File: src/rtl/core/tmg_pkg.sv
// Shared types, codes and the divider step function of the trapezoid membership block.
`timescale 1ns / 1ps
package tmg_pkg;
	localparam int QUEUE_DEPTH_DEF = 4;
	localparam int Q_W = 24;
	localparam int DIV1_STEPS = 24;
	localparam int DIV2_STEPS = 24;
	localparam int N_STAGES = DIV1_STEPS + DIV2_STEPS;

	localparam logic [1:0] REG_SUPPORT_LOW = 2'd0;
	localparam logic [1:0] REG_CORE_LOW = 2'd1;
	localparam logic [1:0] REG_CORE_HIGH = 2'd2;
	localparam logic [1:0] REG_SUPPORT_HIGH = 2'd3;

	localparam logic [2:0] CLS_ZERO = 3'd0;
	localparam logic [2:0] CLS_ERR = 3'd1;
	localparam logic [2:0] CLS_CORE = 3'd2;
	localparam logic [2:0] CLS_LEFT = 3'd3;
	localparam logic [2:0] CLS_RIGHT = 3'd4;

	localparam logic [15:0] MEMBERSHIP_ONE = 16'h8000;

	typedef struct packed {
		logic [2:0] cls;
		logic [15:0] num;
		logic [15:0] span;
	} front_item_t;

	typedef struct packed {
		logic [2:0] cls;
		logic [15:0] span;
		logic [15:0] rem_a;
		logic [15:0] rem_b;
		logic [Q_W-1:0] q_a;
		logic [Q_W-1:0] q_b;
		logic [Q_W-1:0] dv_a;
		logic [Q_W-1:0] dv_b;
		logic [Q_W-1:0] q1;
	} back_stage_t;

	function automatic logic [16:0] div_step(input logic [15:0] rem, input logic in_bit,
			input logic [15:0] span);
		logic [16:0] t;
		logic [16:0] d;
		t = {rem, in_bit};
		d = t - {1'b0, span};
		if (t >= {1'b0, span}) begin
			div_step = {d[15:0], 1'b1};
		end else begin
			div_step = {t[15:0], 1'b0};
		end
	endfunction
endpackage

File: src/rtl/core/tmg_queue.sv
// Short queue of classified items between the front and back parts.
`timescale 1ns / 1ps
module tmg_queue import tmg_pkg::*; #(
	parameter int DEPTH = QUEUE_DEPTH_DEF
) (
	input logic clk,
	input logic arst_n,
	input logic wr_valid,
	output logic wr_ready,
	input front_item_t wr_item,
	output logic rd_valid,
	input logic rd_ready,
	output front_item_t rd_item
);
	localparam int PW = (DEPTH > 1) ? $clog2(DEPTH) : 1;
	localparam int CW = $clog2(DEPTH + 1);

	front_item_t mem_q [DEPTH];
	logic [PW-1:0] wp_q, rp_q;
	logic [CW-1:0] cnt_q;
	logic do_wr, do_rd;

	assign wr_ready = cnt_q != CW'(DEPTH);
	assign rd_valid = cnt_q != '0;
	assign rd_item = mem_q[rp_q];
	assign do_wr = wr_valid && wr_ready;
	assign do_rd = rd_valid && rd_ready;

	always_ff @(posedge clk or negedge arst_n) begin
		if (!arst_n) begin
			wp_q <= '0;
			rp_q <= '0;
			cnt_q <= '0;
		end else begin
			if (do_wr) begin
				wp_q <= (wp_q == PW'(DEPTH - 1)) ? '0 : wp_q + 1'b1;
			end
			if (do_rd) begin
				rp_q <= (rp_q == PW'(DEPTH - 1)) ? '0 : rp_q + 1'b1;
			end
			if (do_wr && !do_rd) begin
				cnt_q <= cnt_q + 1'b1;
			end else if (do_rd && !do_wr) begin
				cnt_q <= cnt_q - 1'b1;
			end
		end
	end

	always_ff @(posedge clk) begin
		if (do_wr) begin
			mem_q[wp_q] <= wr_item;
		end
	end
endmodule

File: config.mk
export PLATFORM = sky130hd
export DESIGN_NAME = tmg_queue
export DESIGN_NICKNAME = d
export VERILOG_FILES = /design/src/rtl/core/tmg_pkg.sv /design/src/rtl/core/tmg_queue.sv
export SDC_FILE = /design/constraint.sdc
export NUM_CORES = 1
export LEC_CHECK = 0
export BUFFER_PORTS_ARGS = -buffer_cell sky130_fd_sc_hd__buf_2
export CAP_MARGIN = 20
export CORE_ASPECT_RATIO = 0.6
export CORE_MARGIN = 2
export CORE_UTILIZATION = 35
export CTS_CLUSTER_DIAMETER = 40
export DETAILED_ROUTE_END_ITERATION = 10
export GPL_ROUTABILITY_DRIVEN = 0
export SYNTH_ARGS = -nofsm -noshare
export SYNTH_HDL_FRONTEND = slang
export SYNTH_SLANG_ARGS = --single-unit
File: constraint.sdc
create_clock -name clk -period 2.3 [get_ports clk]
set_clock_uncertainty 0.2 [all_clocks]
set_input_delay 0.23 -clock clk [delete_from_list [all_inputs] [get_ports clk]]
set_output_delay 0.23 -clock clk [all_outputs]
set_load 0.05 [all_outputs]
Word-level counts from Yosys, hierarchy flattened
Memory sizes are Yosys's and may differ from the RTL's.
Cells that the tools add are included.
{ "totals": {"mem_count": 1, "word_cells": 25, "ramBits": 140, "regBits": 7, "inputBits": 39} }
{ "classes": {"n_reduce_logical": 8, "n_eq_ne": 3, "mux": 6, "n_addsub": 4} }
{ "mem_list": {"columns": ["memory", "words", "word_bits", "read_ports", "rd_clocked_by_memory_dff", "wr", "line", "rtl"], "rows": [
  ["mem_q", 4, 35, 1, 0, 1, "tmg_queue.sv:18", "front_item_t mem_q [DEPTH];"]
]} }
{ "ops": {"columns": ["operator", "count"], "rows": [
  ["3-bit 2-to-1 mux", 2],
  ["2-bit by 1-bit adder with 2-bit output (second input constant)", 2],
  ["2-bit equality test (second input constant)", 2],
  ["1-bit logical AND", 4],
  ["2-bit 2-to-1 mux", 2],
  ["3-bit by 1-bit adder with 3-bit output (second input constant)", 1],
  ["3-bit inequality test (second input constant)", 1],
  ["3-bit nonzero test", 1],
  ["3-bit by 1-bit subtractor with 3-bit output (second input constant)", 1],
  ["1-bit zero test", 2],
  ["1-bit 2-to-1 mux", 2],
  ["2-bit nonzero test", 1]
]} }

Depth between registers and ports, before layout
{ "logic_depth": {"ltp_word": 6, "ltp_mapped": 8, "mapped_depth_nobuf": 8} }

Least setup slack after synthesis
No wires, ideal clock.
{ "synth_timing": {"path_kind": "register -> register", "startpoint": "register cnt_q[1]", "endpoint": "register cnt_q[2]", "stages_incl_launch_ff": 9, "n_path_buf": 0, "t_arrival_ps": 2025, "slack_ps": -4, "required_ps": 2021, "setup_time_ps": 79, "cell_sequence": "dfrtp_1 or3_4 nand2_1 ha_1 inv_1 fa_1 xor2_1 nor2_1 xor2_1"} }
{ "synth_between": {"elab_chain_cells": 5} }
{ "synth_rtl": {"columns": ["element", "line", "rtl"], "rows": [
  ["start: declaration", "tmg_queue.sv:20", "logic [CW-1:0] cnt_q;"],
  ["start signal: assignment", "tmg_queue.sv:42", "cnt_q <= cnt_q + 1'b1;"],
  ["start signal: assignment", "tmg_queue.sv:44", "cnt_q <= cnt_q - 1'b1;"],
  ["3-bit nonzero test *", "tmg_queue.sv:24", "assign rd_valid = cnt_q != '0;"],
  ["named net rd_valid", "tmg_queue.sv:11", "output logic rd_valid,"],
  ["1-bit logical AND *", "tmg_queue.sv:27", "assign do_rd = rd_valid && rd_ready;"],
  ["1-bit zero test", "tmg_queue.sv:41", "if (do_wr && !do_rd) begin"],
  ["1-bit logical AND", "tmg_queue.sv:41", null],
  ["3-bit 2-to-1 mux or 2-bit nonzero test (tied branches)", null, null]
]} }
Mark *: on every way through the listed nets, which the timed path passes. The rest lies on a longest branch. The select of a mux whose other input is x is not followed.
A chain may end at the register's enable or synchronous reset.

==> impl_metrics.env <==
export IMPL_ys_seq_elements=147
export IMPL_crit_path_end_kind="output pin"
export IMPL_min_period_over_period_pct=99.14
export IMPL_die_w_um=166.5
export IMPL_overflow=0
export IMPL_path_common_cell="buf_12"
export IMPL_antenna_found_initial=0
export IMPL_synth_most_common_cell="edfxtp_1"
export IMPL_core_um2=15410
export IMPL_required_ns=1.87
export IMPL_cap_violations=0
export IMPL_dpl_hpwl_mm=6.078
export IMPL_synth_edf_count=140
export IMPL_worst_hold_path_type="input port to flop"
export IMPL_slew_headroom_pct=77.84
export IMPL_syn_area_um2=5544
export IMPL_drive_gt1_share_pct=44.95
export IMPL_async_reset_ff_share_pct=4.762
export IMPL_comb_power_share_pct=40.2
export IMPL_initial_core_util_pct=35.97
export IMPL_yosys_warnings=0
export IMPL_drc=0
export IMPL_clkSinkCount=147
export IMPL_viasPerCell=4.618
export IMPL_p_per_area_nw_per_um2=1502
export IMPL_p_clk_share_pct=27.0
export IMPL_critPathLaunchType="flop"
export IMPL_hold_depth=4
export IMPL_seq_area_frac_synth_pct=78.99
export IMPL_max_clock_freq_ghz=0.4385
export IMPL_path_delay_family="multiplexers"
export IMPL_rr_startpoint="cnt_q[2]$_DFFE_PN0P_"
export IMPL_critPathMaxStageDelay_ns=0.60
export IMPL_ys_flop_type="edfxtp_1"
export IMPL_hp_start="wr_valid"
export IMPL_num_vias=2674
export IMPL_htreeDepth=4
export IMPL_cts_made_buffers=17
export IMPL_p_switching_mw=4.022
export IMPL_area_growth_pct=34.62
export IMPL_r2r_end="cnt_q[2]$_DFFE_PN0P_"
export IMPL_hold_end="cnt_q[0]$_DFFE_PN0P_"
export IMPL_clk_pin_slew_worst_paths_ns=0.06
export IMPL_diodes=0
export IMPL_first_pass_iters=6
export IMPL_postSynthAreaPerCell_um2=25.20
export IMPL_nets=409
export IMPL_dpl_cell_count=505
export IMPL_wirelength_mm=10.66
export IMPL_netlist_top_cells_area="edfxtp_1, mux4_2, mux4_1"
export IMPL_finalSetupViolations=0
export IMPL_hold_viol_final=0
export IMPL_cts_root_buf="clkbuf_16"
export IMPL_critPathMaxFanout=9
export IMPL_maxSlewViolCount=0
export IMPL_drtIter0Drc=175
export IMPL_slowest_stage="mux4_1"
export IMPL_io_buffers=75
export IMPL_power_switching_share_pct=35.87
export IMPL_yosysUniqueCellTypes=18
export IMPL_total_power_mw=11.21
export IMPL_clk_latency_ns=0.40
export IMPL_worstPathArrival_ns=1.85
export IMPL_rows=35
export IMPL_crit_type="flop to output pin"
export IMPL_cts_tree="built"
export IMPL_p_leak_nw=2.664
export IMPL_grt_usage_pct=13.15
export IMPL_synthTopCellsByCount="edfxtp_1, mux4_2, dfrtp_1, mux4_1, ha_1"
export IMPL_fin_crit_ns=2.280
export IMPL_grt_max_degree=22
export IMPL_die_height_um=101.5
export IMPL_p_int_mw=7.189
export IMPL_synth_nets=266
export IMPL_tightest_slew_ns=0.3314
export IMPL_drtAntennaViolNets=0
export IMPL_rsz0062_at_grt="true"
export IMPL_final_util_pct=48.42
export IMPL_r2r_slack_ns=0.12
export IMPL_path_cells="buf_12 -> buf_12 -> mux4_1 -> buf_6"
export IMPL_grt_pass1_wl_mm=16.11
export IMPL_status="finished, final reports clean"
export IMPL_wl_per_cell_um=18.41
export IMPL_fp_dieArea_um2=16900
export IMPL_path_buf_inv=3
export IMPL_synth_top_cell_area_share_pct=75.83
export IMPL_clk_path_buf_depth=2
export IMPL_netlist_instances=220
export IMPL_ios=76
export IMPL_seq_power_share_pct=32.8
export IMPL_final_instance_count_excl_fill=579
export IMPL_grt_pass1_vias=2895
export IMPL_synth_top_cell_by_area="edfxtp_1"
export IMPL_vdd_drop_max_mv=0.8682
export IMPL_rr_worst_depth=8
layout by cell type, fill, tap and decap left out, drive strengths merged:
| master | count |
|---|---|
| xnor2 | 1 |
| clkbuf | 20 |
| fa | 1 |
| inv | 7 |
| nand2 | 2 |
| or3 | 1 |
| clkinvlp | 2 |
| dlygate4sd3 | 38 |
| mux2 | 5 |
| nor2 | 4 |
| xor2 | 2 |
| buf | 92 |
| a21boi | 1 |
| edfxtp | 140 |
| bufinv | 5 |
| dfrtp | 7 |
| and2 | 4 |
| clkinv | 3 |
| mux4 | 35 |
| ha | 6 |
sequential cells by signal (all words and copies together), names as in the netlist:
register and flops:
mem_q 140, wp_q 2, cnt_q 3, rp_q 2
layer usage:
layer / routed length (um) / up-vias / GRT usage (%)
met5: 0 / - / 0
met1: 4823 / 1379 / 16.56
li1: - / 1214 / -
met2: 5198 / 74 / 21.58
met3: 580 / 7 / 4.846
met4: 59 / 0 / 4.178
power groups by stage:
stage	logic, mW	registers [mW]	clock network [mW]
CTS	4.11	3.70	3.08
finish	4.51	3.68	3.02
detailed placement	4.02	3.75	0
floorplan	3.09	3.72	0
global placement	3.99	3.72	0
global route	4.77	3.73	3.20
logic make-up (layout without fill, tap and decap cells):
family / after synthesis / count (layout) / synth area share [%]
xor+xnor: 3 / 3 / 0.4740
buf+inv: 11 / 167 / 1.851
mux: 40 / 40 / 15.71
flops: 147 / 147 / 78.99
compound gates: 1 / 1 / 0.2031
fa+ha+maj: 7 / 7 / 1.715
simple gates: 11 / 11 / 1.061
repair_timing:
action | in CTS | in global routing
resized for setup | 4 | 53
endpoints found under the hold margin | 149 | 0
setup buffers | 0 | 2
hold buffers | 38 | 0
endpoints found under the setup margin | 4 | 22
gates cloned | 0 | 2
metrics by stage:
| step | cell area (um^2) | setup WS (ns) | setup TNS (ns) | hold WS [ns] |
|---|---|---|---|---|
| floorplan | 5547 | 0.02075 | 0 | -0.2656 |
| global placement | 6230 | 0.1203 | 0 | -0.1259 |
| detailed placement | 6230 | 0.08917 | 0 | -0.1206 |
| CTS | 7274 | 0.002703 | 0 | 0.1677 |
| global route | 7463 | -0.03307 | -0.3315 | 0.2122 |
| finish | 7463 | 0.01975 | 0 | 0.1961 |
worst max-delay path by stage:
stage                         start                   end  slack [ns]  cells after the start
5_1_grt         rp_q[0]$_DFFE_PN0P_           rd_item[29]       -0.03                      4
6_report        rp_q[0]$_DFFE_PN0P_           rd_item[27]        0.02                      4
2_1_floorplan  cnt_q[2]$_DFFE_PN0P_  cnt_q[2]$_DFFE_PN0P_        0.02                      8
3_5_place_dp   cnt_q[2]$_DFFE_PN0P_  cnt_q[2]$_DFFE_PN0P_        0.09                      8
4_1_cts         rp_q[0]$_DFFE_PN0P_            rd_item[7]       0.003                      3
3_3_place_gp   cnt_q[2]$_DFFE_PN0P_  cnt_q[2]$_DFFE_PN0P_        0.12                      8
worst reg2reg max path: stages (launching register included):
cell and delay (ns):
dfrtp_1 0.38, or3_4 0.39, nand2_2 0.12, ha_4 0.15
inv_1 0.05, fa_1 0.39, xor2_1 0.18, nor2_1 0.11
xor2_1 0.15
final cells by class:
| cell class | count | area, um^2 |
|---|---|---|
| fill | 1289 | 7951 |
| sequential | 147 | 4382 |
| timing repair buffer | 132 | 1084 |
| multi-input combinational | 62 | 1079 |
| clock buffer | 18 | 429.2 |
| tap | 203 | 254.0 |
| clock inverter | 14 | 225.2 |
| inverter | 3 | 11.26 |
Note: power is estimated with default switching activity, not from simulation.
