==> config.mk <==
export PLATFORM = sky130hd
export DESIGN_NAME = tmg_front
export DESIGN_NICKNAME = d
export VERILOG_FILES = /design/src/rtl/core/tmg_pkg.sv /design/src/rtl/core/tmg_front.sv
export SDC_FILE = /design/constraint.sdc
export NUM_CORES = 1
export LEC_CHECK = 0
export ABC_AREA = 1
export BUFFER_PORTS_ARGS = -buffer_cell sky130_fd_sc_hd__buf_2
export CORE_MARGIN = 2
export CORE_UTILIZATION = 25
export DETAILED_ROUTE_END_ITERATION = 10
export HOLD_SLACK_MARGIN = 0.08
export SLEW_MARGIN = 40
export SYNTH_ARGS = -nofsm -noshare
export SYNTH_HDL_FRONTEND = slang
export SYNTH_SLANG_ARGS = --single-unit
==> constraint.sdc <==
create_clock -name clk -period 2.8 [get_ports clk]
set_input_delay 0.42 -clock clk [delete_from_list [all_inputs] [get_ports clk]]
set_output_delay 0.42 -clock clk [all_outputs]
set_load 0.02 [all_outputs]
==> src/rtl/core/tmg_pkg.sv <==
// Shared types, codes and the divider step function of the trapezoid membership block.
`timescale 1ns / 1ps
package tmg_pkg;
	localparam int QUEUE_DEPTH_DEF = 4;
	localparam int Q_W = 24;
	localparam int DIV1_STEPS = 24;
	localparam int DIV2_STEPS = 24;
	localparam int N_STAGES = DIV1_STEPS + DIV2_STEPS;

	localparam logic [1:0] REG_SUPPORT_LOW = 2'd0;
	localparam logic [1:0] REG_CORE_LOW = 2'd1;
	localparam logic [1:0] REG_CORE_HIGH = 2'd2;
	localparam logic [1:0] REG_SUPPORT_HIGH = 2'd3;

	localparam logic [2:0] CLS_ZERO = 3'd0;
	localparam logic [2:0] CLS_ERR = 3'd1;
	localparam logic [2:0] CLS_CORE = 3'd2;
	localparam logic [2:0] CLS_LEFT = 3'd3;
	localparam logic [2:0] CLS_RIGHT = 3'd4;

	localparam logic [15:0] MEMBERSHIP_ONE = 16'h8000;

	typedef struct packed {
		logic [2:0] cls;
		logic [15:0] num;
		logic [15:0] span;
	} front_item_t;

	typedef struct packed {
		logic [2:0] cls;
		logic [15:0] span;
		logic [15:0] rem_a;
		logic [15:0] rem_b;
		logic [Q_W-1:0] q_a;
		logic [Q_W-1:0] q_b;
		logic [Q_W-1:0] dv_a;
		logic [Q_W-1:0] dv_b;
		logic [Q_W-1:0] q1;
	} back_stage_t;

	function automatic logic [16:0] div_step(input logic [15:0] rem, input logic in_bit,
			input logic [15:0] span);
		logic [16:0] t;
		logic [16:0] d;
		t = {rem, in_bit};
		d = t - {1'b0, span};
		if (t >= {1'b0, span}) begin
			div_step = {d[15:0], 1'b1};
		end else begin
			div_step = {t[15:0], 1'b0};
		end
	endfunction
endpackage

==> src/rtl/core/tmg_front.sv <==
// Front part: breakpoint registers, sample classification and slope operands.
`timescale 1ns / 1ps
module tmg_front import tmg_pkg::*; (
	input logic clk,
	input logic arst_n,
	input logic cfg_valid,
	output logic cfg_ready,
	input logic [1:0] cfg_index,
	input logic [15:0] cfg_data,
	input logic push,
	output logic full,
	input logic [15:0] sample,
	output logic item_valid,
	input logic item_ready,
	output front_item_t item
);
	logic signed [15:0] a_q, b_q, c_q, d_q;
	logic v_s1;
	front_item_t item_s1;
	front_item_t cls_item;
	logic load;
	logic signed [15:0] x;
	logic [16:0] diff_p, diff_s;
	logic left;

	assign cfg_ready = 1'b1;
	assign load = !v_s1 || item_ready;
	assign full = !load;
	assign item_valid = v_s1;
	assign item = item_s1;
	assign x = $signed(sample);
	assign left = x < b_q;

	always_comb begin
		if (left) begin
			diff_p = {x[15], x} - {a_q[15], a_q};
			diff_s = {b_q[15], b_q} - {a_q[15], a_q};
		end else begin
			diff_p = {d_q[15], d_q} - {x[15], x};
			diff_s = {d_q[15], d_q} - {c_q[15], c_q};
		end
		cls_item.num = diff_p[15:0];
		cls_item.span = diff_s[15:0];
		if (a_q > b_q || c_q > d_q) begin
			cls_item.cls = CLS_ERR;
		end else if (x <= a_q || x >= d_q) begin
			cls_item.cls = CLS_ZERO;
		end else if (x >= b_q && x <= c_q) begin
			cls_item.cls = CLS_CORE;
		end else if (left) begin
			cls_item.cls = CLS_LEFT;
		end else begin
			cls_item.cls = CLS_RIGHT;
		end
	end

	always_ff @(posedge clk or negedge arst_n) begin
		if (!arst_n) begin
			a_q <= -16'sd32768;
			b_q <= 16'sd0;
			c_q <= 16'sd0;
			d_q <= 16'sd32767;
		end else if (cfg_valid) begin
			unique case (cfg_index)
				REG_SUPPORT_LOW: a_q <= $signed(cfg_data);
				REG_CORE_LOW: b_q <= $signed(cfg_data);
				REG_CORE_HIGH: c_q <= $signed(cfg_data);
				REG_SUPPORT_HIGH: d_q <= $signed(cfg_data);
				default: a_q <= a_q;
			endcase
		end
	end

	always_ff @(posedge clk or negedge arst_n) begin
		if (!arst_n) begin
			v_s1 <= 1'b0;
		end else if (load) begin
			v_s1 <= push;
		end
	end

	always_ff @(posedge clk) begin
		if (load && push) begin
			item_s1 <= cls_item;
		end
	end
endmodule

After elaboration in Yosys (flattened, before gate mapping) --
Index checks and enable logic that the tools add are counted.
Word-level totals: register bits 100, logic and storage cells 43, output and inout port bits 38
Cells by class: equal/unequal tests 3, $lt $le $gt $ge 7, add/subtract/negate cells 4, muxes and demuxes 5, reduce and logical (&&, ||, !) cells 14
Operator list (number):
- subtractor 16 bit | 4
- greater-or-equal comparator 16 bit | 2
- > comparator 16 bit | 2
- <= comparator 16 bit | 2
- 2-to-1 mux 16 bit | 2
- less-than comparator 16 bit | 1
- AND reduction 2 bit | 4
- == test 2 bit (second input constant) | 2
- logical OR 1 bit | 3
- 2-to-1 mux 3 bit | 1
- OR reduction 3 bit | 1
- == test 2 x 1 -> 1 bit (second input constant) | 1
- logical AND 1 bit | 2
- logical NOT 1 bit | 2
- logical NOT 2 bit | 1
- 2-to-1 mux 2 bit | 1
- OR reduction 2 bit | 1
- 2-to-1 mux 1 bit | 1

Longest topological paths before layout --
Gate-level depths: netlist of the first run.
depth in word-level cells 4, mapped depth 16

Worst setup path before layout of the first run --
No wires, ideal clock.
kind reg-to-reg, start point register v_s1, in the netlist item_valid, end point register item_s1 (netlist bit item[0]) (enable), buffers on the path 0, slack 0.211 ns, required time 2.373 ns, stages on the path, launching flop included 4, library setup time 0.427 ns, period minus slack after synthesis 2.589 ns, arrival 2.162 ns, path through dfrtp_1 > nand2_1 > inv_1 > nor2_1
Between the ends: word-level cells in the longest chain between the ends 3
Ends and longest elaborated chain:
- start: declaration | line tmg_front.sv:18 | logic v_s1;
- start signal: assignment | line tmg_front.sv:78 | v_s1 <= push;
- logical NOT 1 bit | line tmg_front.sv:27 | assign load = !v_s1 || item_ready;
- logical OR 1 bit | line tmg_front.sv:27
- logical AND 1 bit | line tmg_front.sv:83 | if (load && push) begin
- end signal: assignment | line tmg_front.sv:84 | item_s1 <= cls_item;
- end: declaration | line tmg_front.sv:19 | front_item_t item_s1;
Every way passes these cells. A chain may end at the register's enable or synchronous reset.

Final worst setup path of the first run --
start point register d_q[0], end point register item_s1 (netlist bit item[34]), data pin
Between the ends: word-level cells in the longest chain between the ends 3, elaborated cells between the ends (all ways) 5, those cells by class order compare (2); reduce/logical (3)
Ends and longest elaborated chain:
- start: declaration | line tmg_front.sv:17 | logic signed [15:0] a_q, b_q, c_q, d_q;
- start signal: assignment | line tmg_front.sv:68 | REG_SUPPORT_HIGH: d_q <= $signed(cfg_data);
- > comparator 16 bit or greater-or-equal comparator 16 bit (tied branches) | line tmg_front.sv:44, tmg_front.sv:46
- logical OR 1 bit (on tied branches) | line tmg_front.sv:44, tmg_front.sv:46
- OR reduction 3 bit (no line) (*)
Every way passes the cells marked *; elsewhere a longest branch is shown, timed or not.

==> flow_summary_export.csv, run 1 <==
group,metric,value,unit
outcome,status,"finished clean",
synth,netlist_area,8110,sq um
sta,setup_viol,0,
synth,post_synth.cell_area_avg,7.56,sq um
floorplan,die-area,33900,sq um
sta,final.setup_skew,0.00516,ns
floorplan,coreArea,31700,sq um
placed_design,hpwlAfterDp,19900,um
synth,synth_cells,1073,
route,vias,7214,
worst_setup_path,critical-path-top-delay-family,"simple AND/OR/NAND/NOR gates",
route,dr.pass1.iters,5,
pwr,p_leak,4.76,nW
final_layout,diodes,0,
final_layout,fin_util,29.1,%
clock_tree,cts.repair.resized,0,
clock_tree,cts_tree,"done",
worst_setup_path,critPathMaxFanout,3,
synth,synth_top_family_by_area,"simple AND/OR/NAND/NOR gates",
worst_setup_path,start_kind,"flop",
grt,grt_pass1_wl,38200,um
worst_setup_path,rr_endpoint,"item[34]$_SDFFCE_PP0P_",
clock_tree,clk_pin_slew_worst_paths,0.07,ns
route,wl,24000,um
synth,yosys.area.top_type,"dfrtp_1",
grt,grtUsageMet2,22.6,%
synth,synthSimpleGateAreaFrac,23.1,%
sta,rsz0062_at_grt,"false",
final_layout,nets,1288,
worst_setup_path,cpMostUsedCell,"nand2_1",
placed_design,io_buffers,75,
synth,synth_cell_types,43,
route,drc,0,
grt,use_met1,21.4,%
clock_tree,post-cts-setup-buffers,0,
clock_tree,cts_num_sinks,100,
synth,synthTopCellsByArea,"dfrtp_1 15%, ha_1 15%, nand2_1 14%, edfxtp_1 13%, inv_1 7.2%",
sta,fmax,411,MHz
grt,grt_max_degree,66,
route,viasPerCell,4.64,
worst_setup_path,critical_path_class,"flop to flop",
worst_setup_path,cp.arrival,2.64,ns
worst_setup_path,crit_slowest_cell,"dfstp_2",
route,avgRoutedWirePerCell,15.4,um
worst_setup_path,crit_start,"d_q[0]$_DFFE_PN1P_",
min_path,worst_hold_path_type,"primary input to asynchronous set/reset pin",
floorplan,fp.dieH,184,um
route,drtAntennaViolNets,0,
pwr,total_power,6.70,mW
sta,slew-limit-headroom,59.8,%
synth,synth-seq-cells,100,
synth,synthAdderAreaFrac,15.8,%
grt,antenna_found_initial,0,
grt,grt_usage,14.7,%
clock_tree,clock_path_buffers,2,
route,drtIter0Drc,526,
worst_setup_path,worst-path-buf-inv,1,
synth,async_flop_share,65.0,%
final_layout,drive_above_1_share,12.4,%
worst_setup_path,regToRegStartpoint,"d_q[0]$_DFFE_PN1P_",
sta,fin_crit_sh,86.9,%
synth,seq_area_frac_synth,33.3,%
sta,setup_tns,0,ns
clock_tree,htree_levels,3,
grt,use_met3,2.43,%
synth,synth_top_area_share,15.1,%
worst_setup_path,max_stage_delay,0.54,ns
worst_setup_path,cp_data_required_time,3.01,ns
floorplan,rows,65,
worst_setup_path,worstPathCellList,"inv_1 -> ha_1 -> fa_1 -> nand3b_1 -> nand2_1 -> nand2_1 -> nand2_1 -> nand2_1 -> nand3_1 -> nand2_1 -> nor2_1 -> nand2_1 -> nor2_1",
synth,synth.mux.area_fraction,0,%
worst_setup_path,rrSetupSlack,0.37,ns
worst_setup_path,end_kind,"flop",
clock_tree,clock_latency,0.35,ns
clock_tree,cts_hold_buf,0,
clock_tree,cts_buffers,9,
final_layout,final_cell_mix,"305 x nand2_1, 155 x inv_1, 96 x ha_1",
floorplan,die_x,184,um
final_layout,area_delta_synth_final,13.7,%
pwr,powerDensity,727,nW/um^2
synth,ys.flop_type,"dfrtp_1",
floorplan,floorplan.initialDensity,25.6,%
synth,synth-edff-count,35,
grt,busiest_layer,"met2",
sta,report.final.slew_viol_count,0,
grt,grt.overflow.total,0,
synth,synth_xor_xnor_area_share,4.64,%
sta,hold_viol,0,
final_layout,final_common_cell,"nand2_1",
sta,period_needed,2.43,ns
synth,synth_nets,1212,
sta,worstMarginPinSlew,0.602,ns
placed_design,place_congestion,0.932,
grt,grt_pass1_vias,7007,
placed_design,post-place-ws,0.315,ns
synth,yosys_warnings,0,
worst_setup_path,crit_end,"item[34]$_SDFFCE_PP0P_",
worst_setup_path,reg2reg_depth,13,
floorplan,io_pins,77,
synth,synth_compound_area_share,14.0,%
pwr,vdd_drop_max,313,uV
run,drv_cap,0,
sta,setup_ws,0.368,ns
clock_tree,cts_root_buffer,"clkbuf_16",
worst_setup_path,cp.depth,13,
report_power, final:
part | switching, mW | internal [mW]
sequential | 0.197 | 1.91
combinational | 2.19 | 1.21
clock | 0.567 | 0.632
total | 2.95 | 3.75
flip-flops by register name, indices dropped and copies added (netlist names):
signal and cells:
b_q 16, item_valid 1, d_q 16, item 35, a_q 16, c_q 16
layout make-up:
type / count / area (sq um)
Clock buffer: 11 / 243
Clock inverter: 5 / 37.5
Fill cell: 3495 / 22500
Inverter: 159 / 599
Multi-Input combinational cell: 795 / 4680
Sequential cell: 100 / 2700
Tap cell: 402 / 503
Timing Repair Buffer: 84 / 459
kinds of logic (layout without fill, tap and decap cells):
logic type,after synthesis,in the layout
and+or+nand+nor,445,445
AOI/OAI and AO/OA,206,206
buffers and inverters,178,259
adders and majority gates,100,100
DFF,100,100
xor gates and xnor gates,43,43
other,1,1
how the worst min path moves through the flow:
stage                       start                   to  slack (ns)
2_1_floorplan              arst_n   a_q[0]$_DFFE_PN0P_        0.12
3_3_place_gp   a_q[6]$_DFFE_PN0P_   a_q[6]$_DFFE_PN0P_        0.47
3_5_place_dp   c_q[2]$_DFFE_PN0P_   c_q[2]$_DFFE_PN0P_        0.47
4_1_cts                    arst_n  d_q[15]$_DFFE_PN0P_        0.28
5_1_grt                    arst_n  d_q[15]$_DFFE_PN0P_        0.20
6_report                   arst_n  c_q[15]$_DFFE_PN0P_        0.16
synthesized netlist by cell type, drive strengths merged (2+ instances only):
master / instances
a21o: 15
nor4: 3
buf: 7
nand3b: 4
clkbuf: 12
nand2b: 3
xnor2: 17
nor2: 50
fa: 4
xor2: 26
o21bai: 6
o21a: 2
inv: 158
ha: 96
dfstp: 16
nor3: 11
a31oi: 2
nand3: 52
a21oi: 74
edfxtp: 35
or2: 3
nand4: 11
nand2: 307
dfrtp: 49
o21ai: 105
worst register-to-register path: stages, from the launching register on:
cell      delay, ns
dfstp_2        0.54
inv_1          0.06
ha_1           0.20
fa_1           0.41
nand3b_1       0.17
nand2_1        0.14
nand2_1        0.07
nand2_1        0.10
nand2_1        0.10
nand3_1        0.08
nand2_1        0.06
nor2_1         0.15
nand2_1        0.09
nor2_1         0.13
per-layer routing:
layer  share of wire, %  wire [um]
met5                  0          0
met4                1.9        453
met3                5.3       1280
met2                 43      10400
met1                 49      11900
stage by stage:
step           area [sq um]  hold slack (ns)  instances
3_5_place_dp           8940            0.475       1540
5_1_grt                9220            0.200       1556
6_report               9220            0.155       1556
4_1_cts                9220            0.280       1556
3_3_place_gp           8940            0.467       1540
2_1_floorplan          8110            0.124       1073
Note: power is estimated with default switching activity, not from simulation.
==> inputs of run 2 (changes only) <==
PLACE_DENSITY = 0.44   (was default)
==> flow_summary_export.csv, run 2 (synthesized netlist as in run 1, its figures left out) <==
group,metric,value,unit
clock_tree,cts_hold_buf,0,
worst_setup_path,worstPathCellList,"inv_1 -> ha_1 -> fa_1 -> nand3b_1 -> nand2_1 -> a21oi_1 -> inv_1 -> nand2_1 -> nand2_1 -> nand2_1 -> nand2_1 -> nand2_1 -> nand3_2 -> nand2_1",
pwr,pwr-share-seq,30.7,%
pwr,swShare,45.0,%
route,drtIter0Drc,415,
run,drv_cap,0,
worst_setup_path,cpMostUsedCell,"nand2_1",
clock_tree,htree_levels,3,
final_layout,largest_reg_flops,35,
sta,fmax,405,MHz
final_layout,fillCellCount,3545,
final_layout,final_common_cell,"nand2_1",
final_layout,diodes,0,
pwr,pwr-share-comb,50.2,%
sta,final.setup_skew,0.0162,ns
grt,antenna_found_initial,0,
final_layout,nets,1291,
pwr,p_int,3.78,mW
final_layout,fin_area,9260,sq um
floorplan,rows,65,
worst_setup_path,rrSetupSlack,0.33,ns
final_layout,layoutNonFillerInstCount,1559,
clock_tree,clk_pin_slew_worst_paths,0.09,ns
floorplan,floorplan.initialDensity,25.6,%
pwr,p_leak,4.78,nW
final_layout,drive_above_1_share,12.7,%
worst_setup_path,critical-path-top-delay-family,"simple AND/OR/NAND/NOR gates",
route,vias,7090,
worst_setup_path,end_kind,"flop",
worst_setup_path,cp.arrival,2.61,ns
pwr,total_power,6.86,mW
placed_design,place_congestion,0.865,
route,drc,0,
pwr,switchingPower,3.08,mW
clock_tree,clock_path_buffers,2,
final_layout,final_cell_mix,"305 x nand2_1, 155 x inv_1, 96 x ha_1",
grt,grt_usage,15.6,%
route,viasPerCell,4.55,
route,drtAntennaViolNets,0,
floorplan,die_x,184,um
floorplan,coreArea,31700,sq um
clock_tree,cts_buffers,9,
placed_design,io_buffers,75,
clock_tree,cts_tree,"done",
sta,setup_viol,0,
worst_setup_path,critical_path_class,"flop to flop",
clock_tree,cts_root_buffer,"clkbuf_16",
sta,worstMarginPinSlew,0.597,ns
min_path,worst_hold_path_type,"primary input to asynchronous set/reset pin",
worst_setup_path,max_stage_delay,0.55,ns
grt,grt.overflow.total,0,
worst_setup_path,cp_data_required_time,2.94,ns
clock_tree,post-cts-setup-buffers,0,
sta,hold_viol,0,
clock_tree,cts.repair.resized,0,
route,avgRoutedWirePerCell,16.4,um
floorplan,die-area,33900,sq um
sta,fin_crit_sh,88.2,%
placed_design,dp_cells,1543,
sta,report.final.slew_viol_count,0,
pwr,powerDensity,741,nW/um^2
clock_tree,clock_latency,0.36,ns
floorplan,io_pins,77,
sta,period_needed,2.47,ns
worst_setup_path,worst-path-buf-inv,2,
grt,grt_pass1_vias,7155,
pwr,p_clk_share,19.1,%
sta,setup_tns,0,ns
sta,rsz0062_at_grt,"false",
worst_setup_path,start_kind,"flop",
grt,grt_pass1_wl,39900,um
floorplan,fp.dieH,184,um
pwr,vdd_drop_max,364,uV
route,dr.pass1.iters,6,
outcome,status,"finished clean",
route,wl,25500,um
placed_design,place_area,8960,sq um
grt,grt_max_degree,66,
sta,slew-limit-headroom,60.2,%
clock_tree,cts_num_sinks,100,
placed_design,hpwlAfterDp,21200,um
final_layout,area_delta_synth_final,14.1,%
worst_setup_path,critPathMaxFanout,3,
worst_setup_path,crit_slowest_cell,"dfstp_2",
-- run 2: changes by cell type in the layout (fill, tap and decap cells not counted), sizes merged --
cell and delta:
clkinvlp +2, clkbuf -1, clkinv -3, inv +2
buf +3
-- run 2: metrics by stage --
step           hold slack [ns]  utilization (%)  worst slack [ns]
3_5_place_dp             0.474             28.3             0.279
5_1_grt                  0.204             29.2            0.0611
3_3_place_gp             0.466             28.2             0.327
2_1_floorplan            0.124                -             0.211
4_1_cts                  0.162             29.2             0.306
6_report                 0.139             29.2             0.330
-- run 2: path summary, 6_finish.rpt --
path                                    startpoint                endpoint  depth (start not counted)
worst min-delay path                        arst_n     b_q[10]$_DFFE_PN0P_                          2
max in group asynchronous                   arst_n      c_q[1]$_DFFE_PN0P_                          2
worst max-delay path            d_q[0]$_DFFE_PN1P_      item[28]$_DFFE_PP_                         14
worst min register to register  a_q[9]$_DFFE_PN0P_      a_q[9]$_DFFE_PN0P_                          2
worst max register to register  d_q[0]$_DFFE_PN1P_      item[28]$_DFFE_PP_                         14
min in group clk                              push  item_valid$_DFFE_PN0N_                          3
-- run 2: area by class of cell --
type	count	area, sq um	area share [%]
multi-input combinational	795	4680	50.6
sequential	100	2700	29.1
inverter	159	599	6.47
tap	402	503	5.43
timing repair buffer	87	482	5.20
clock buffer	10	239	2.58
clock inverter	6	55.1	0.595
-- run 2: power groups by stage --
stage | logic [mW] | clock network [mW] | registers (mW)
after floorplan | 2.37 | 0 | 2.21
after global placement | 3.45 | 0 | 2.13
after detailed placement | 3.46 | 0 | 2.13
after CTS | 3.47 | 1.36 | 2.11
after global routing | 3.91 | 1.42 | 2.14
final | 3.45 | 1.31 | 2.10
-- run 2: metal layers --
metal	up-vias	global-route usage, %	routed length [um]
met5	-	0	0
met4	0	3.20	278
met3	12	2.21	860
met2	119	24.1	11000
met1	3285	23.0	13400
li1	3674	-	-
-- run 2: worst reg2reg max path, cell delays in order (launching register included) --
cell and delay (ns):
dfstp_2 0.55, inv_1 0.06, ha_1 0.21, fa_1 0.42, nand3b_1 0.18, nand2_1 0.14, a21oi_1 0.11, inv_1 0.12
nand2_1 0.06, nand2_1 0.10, nand2_1 0.09, nand2_1 0.06, nand2_1 0.05, nand3_2 0.06, nand2_1 0.04
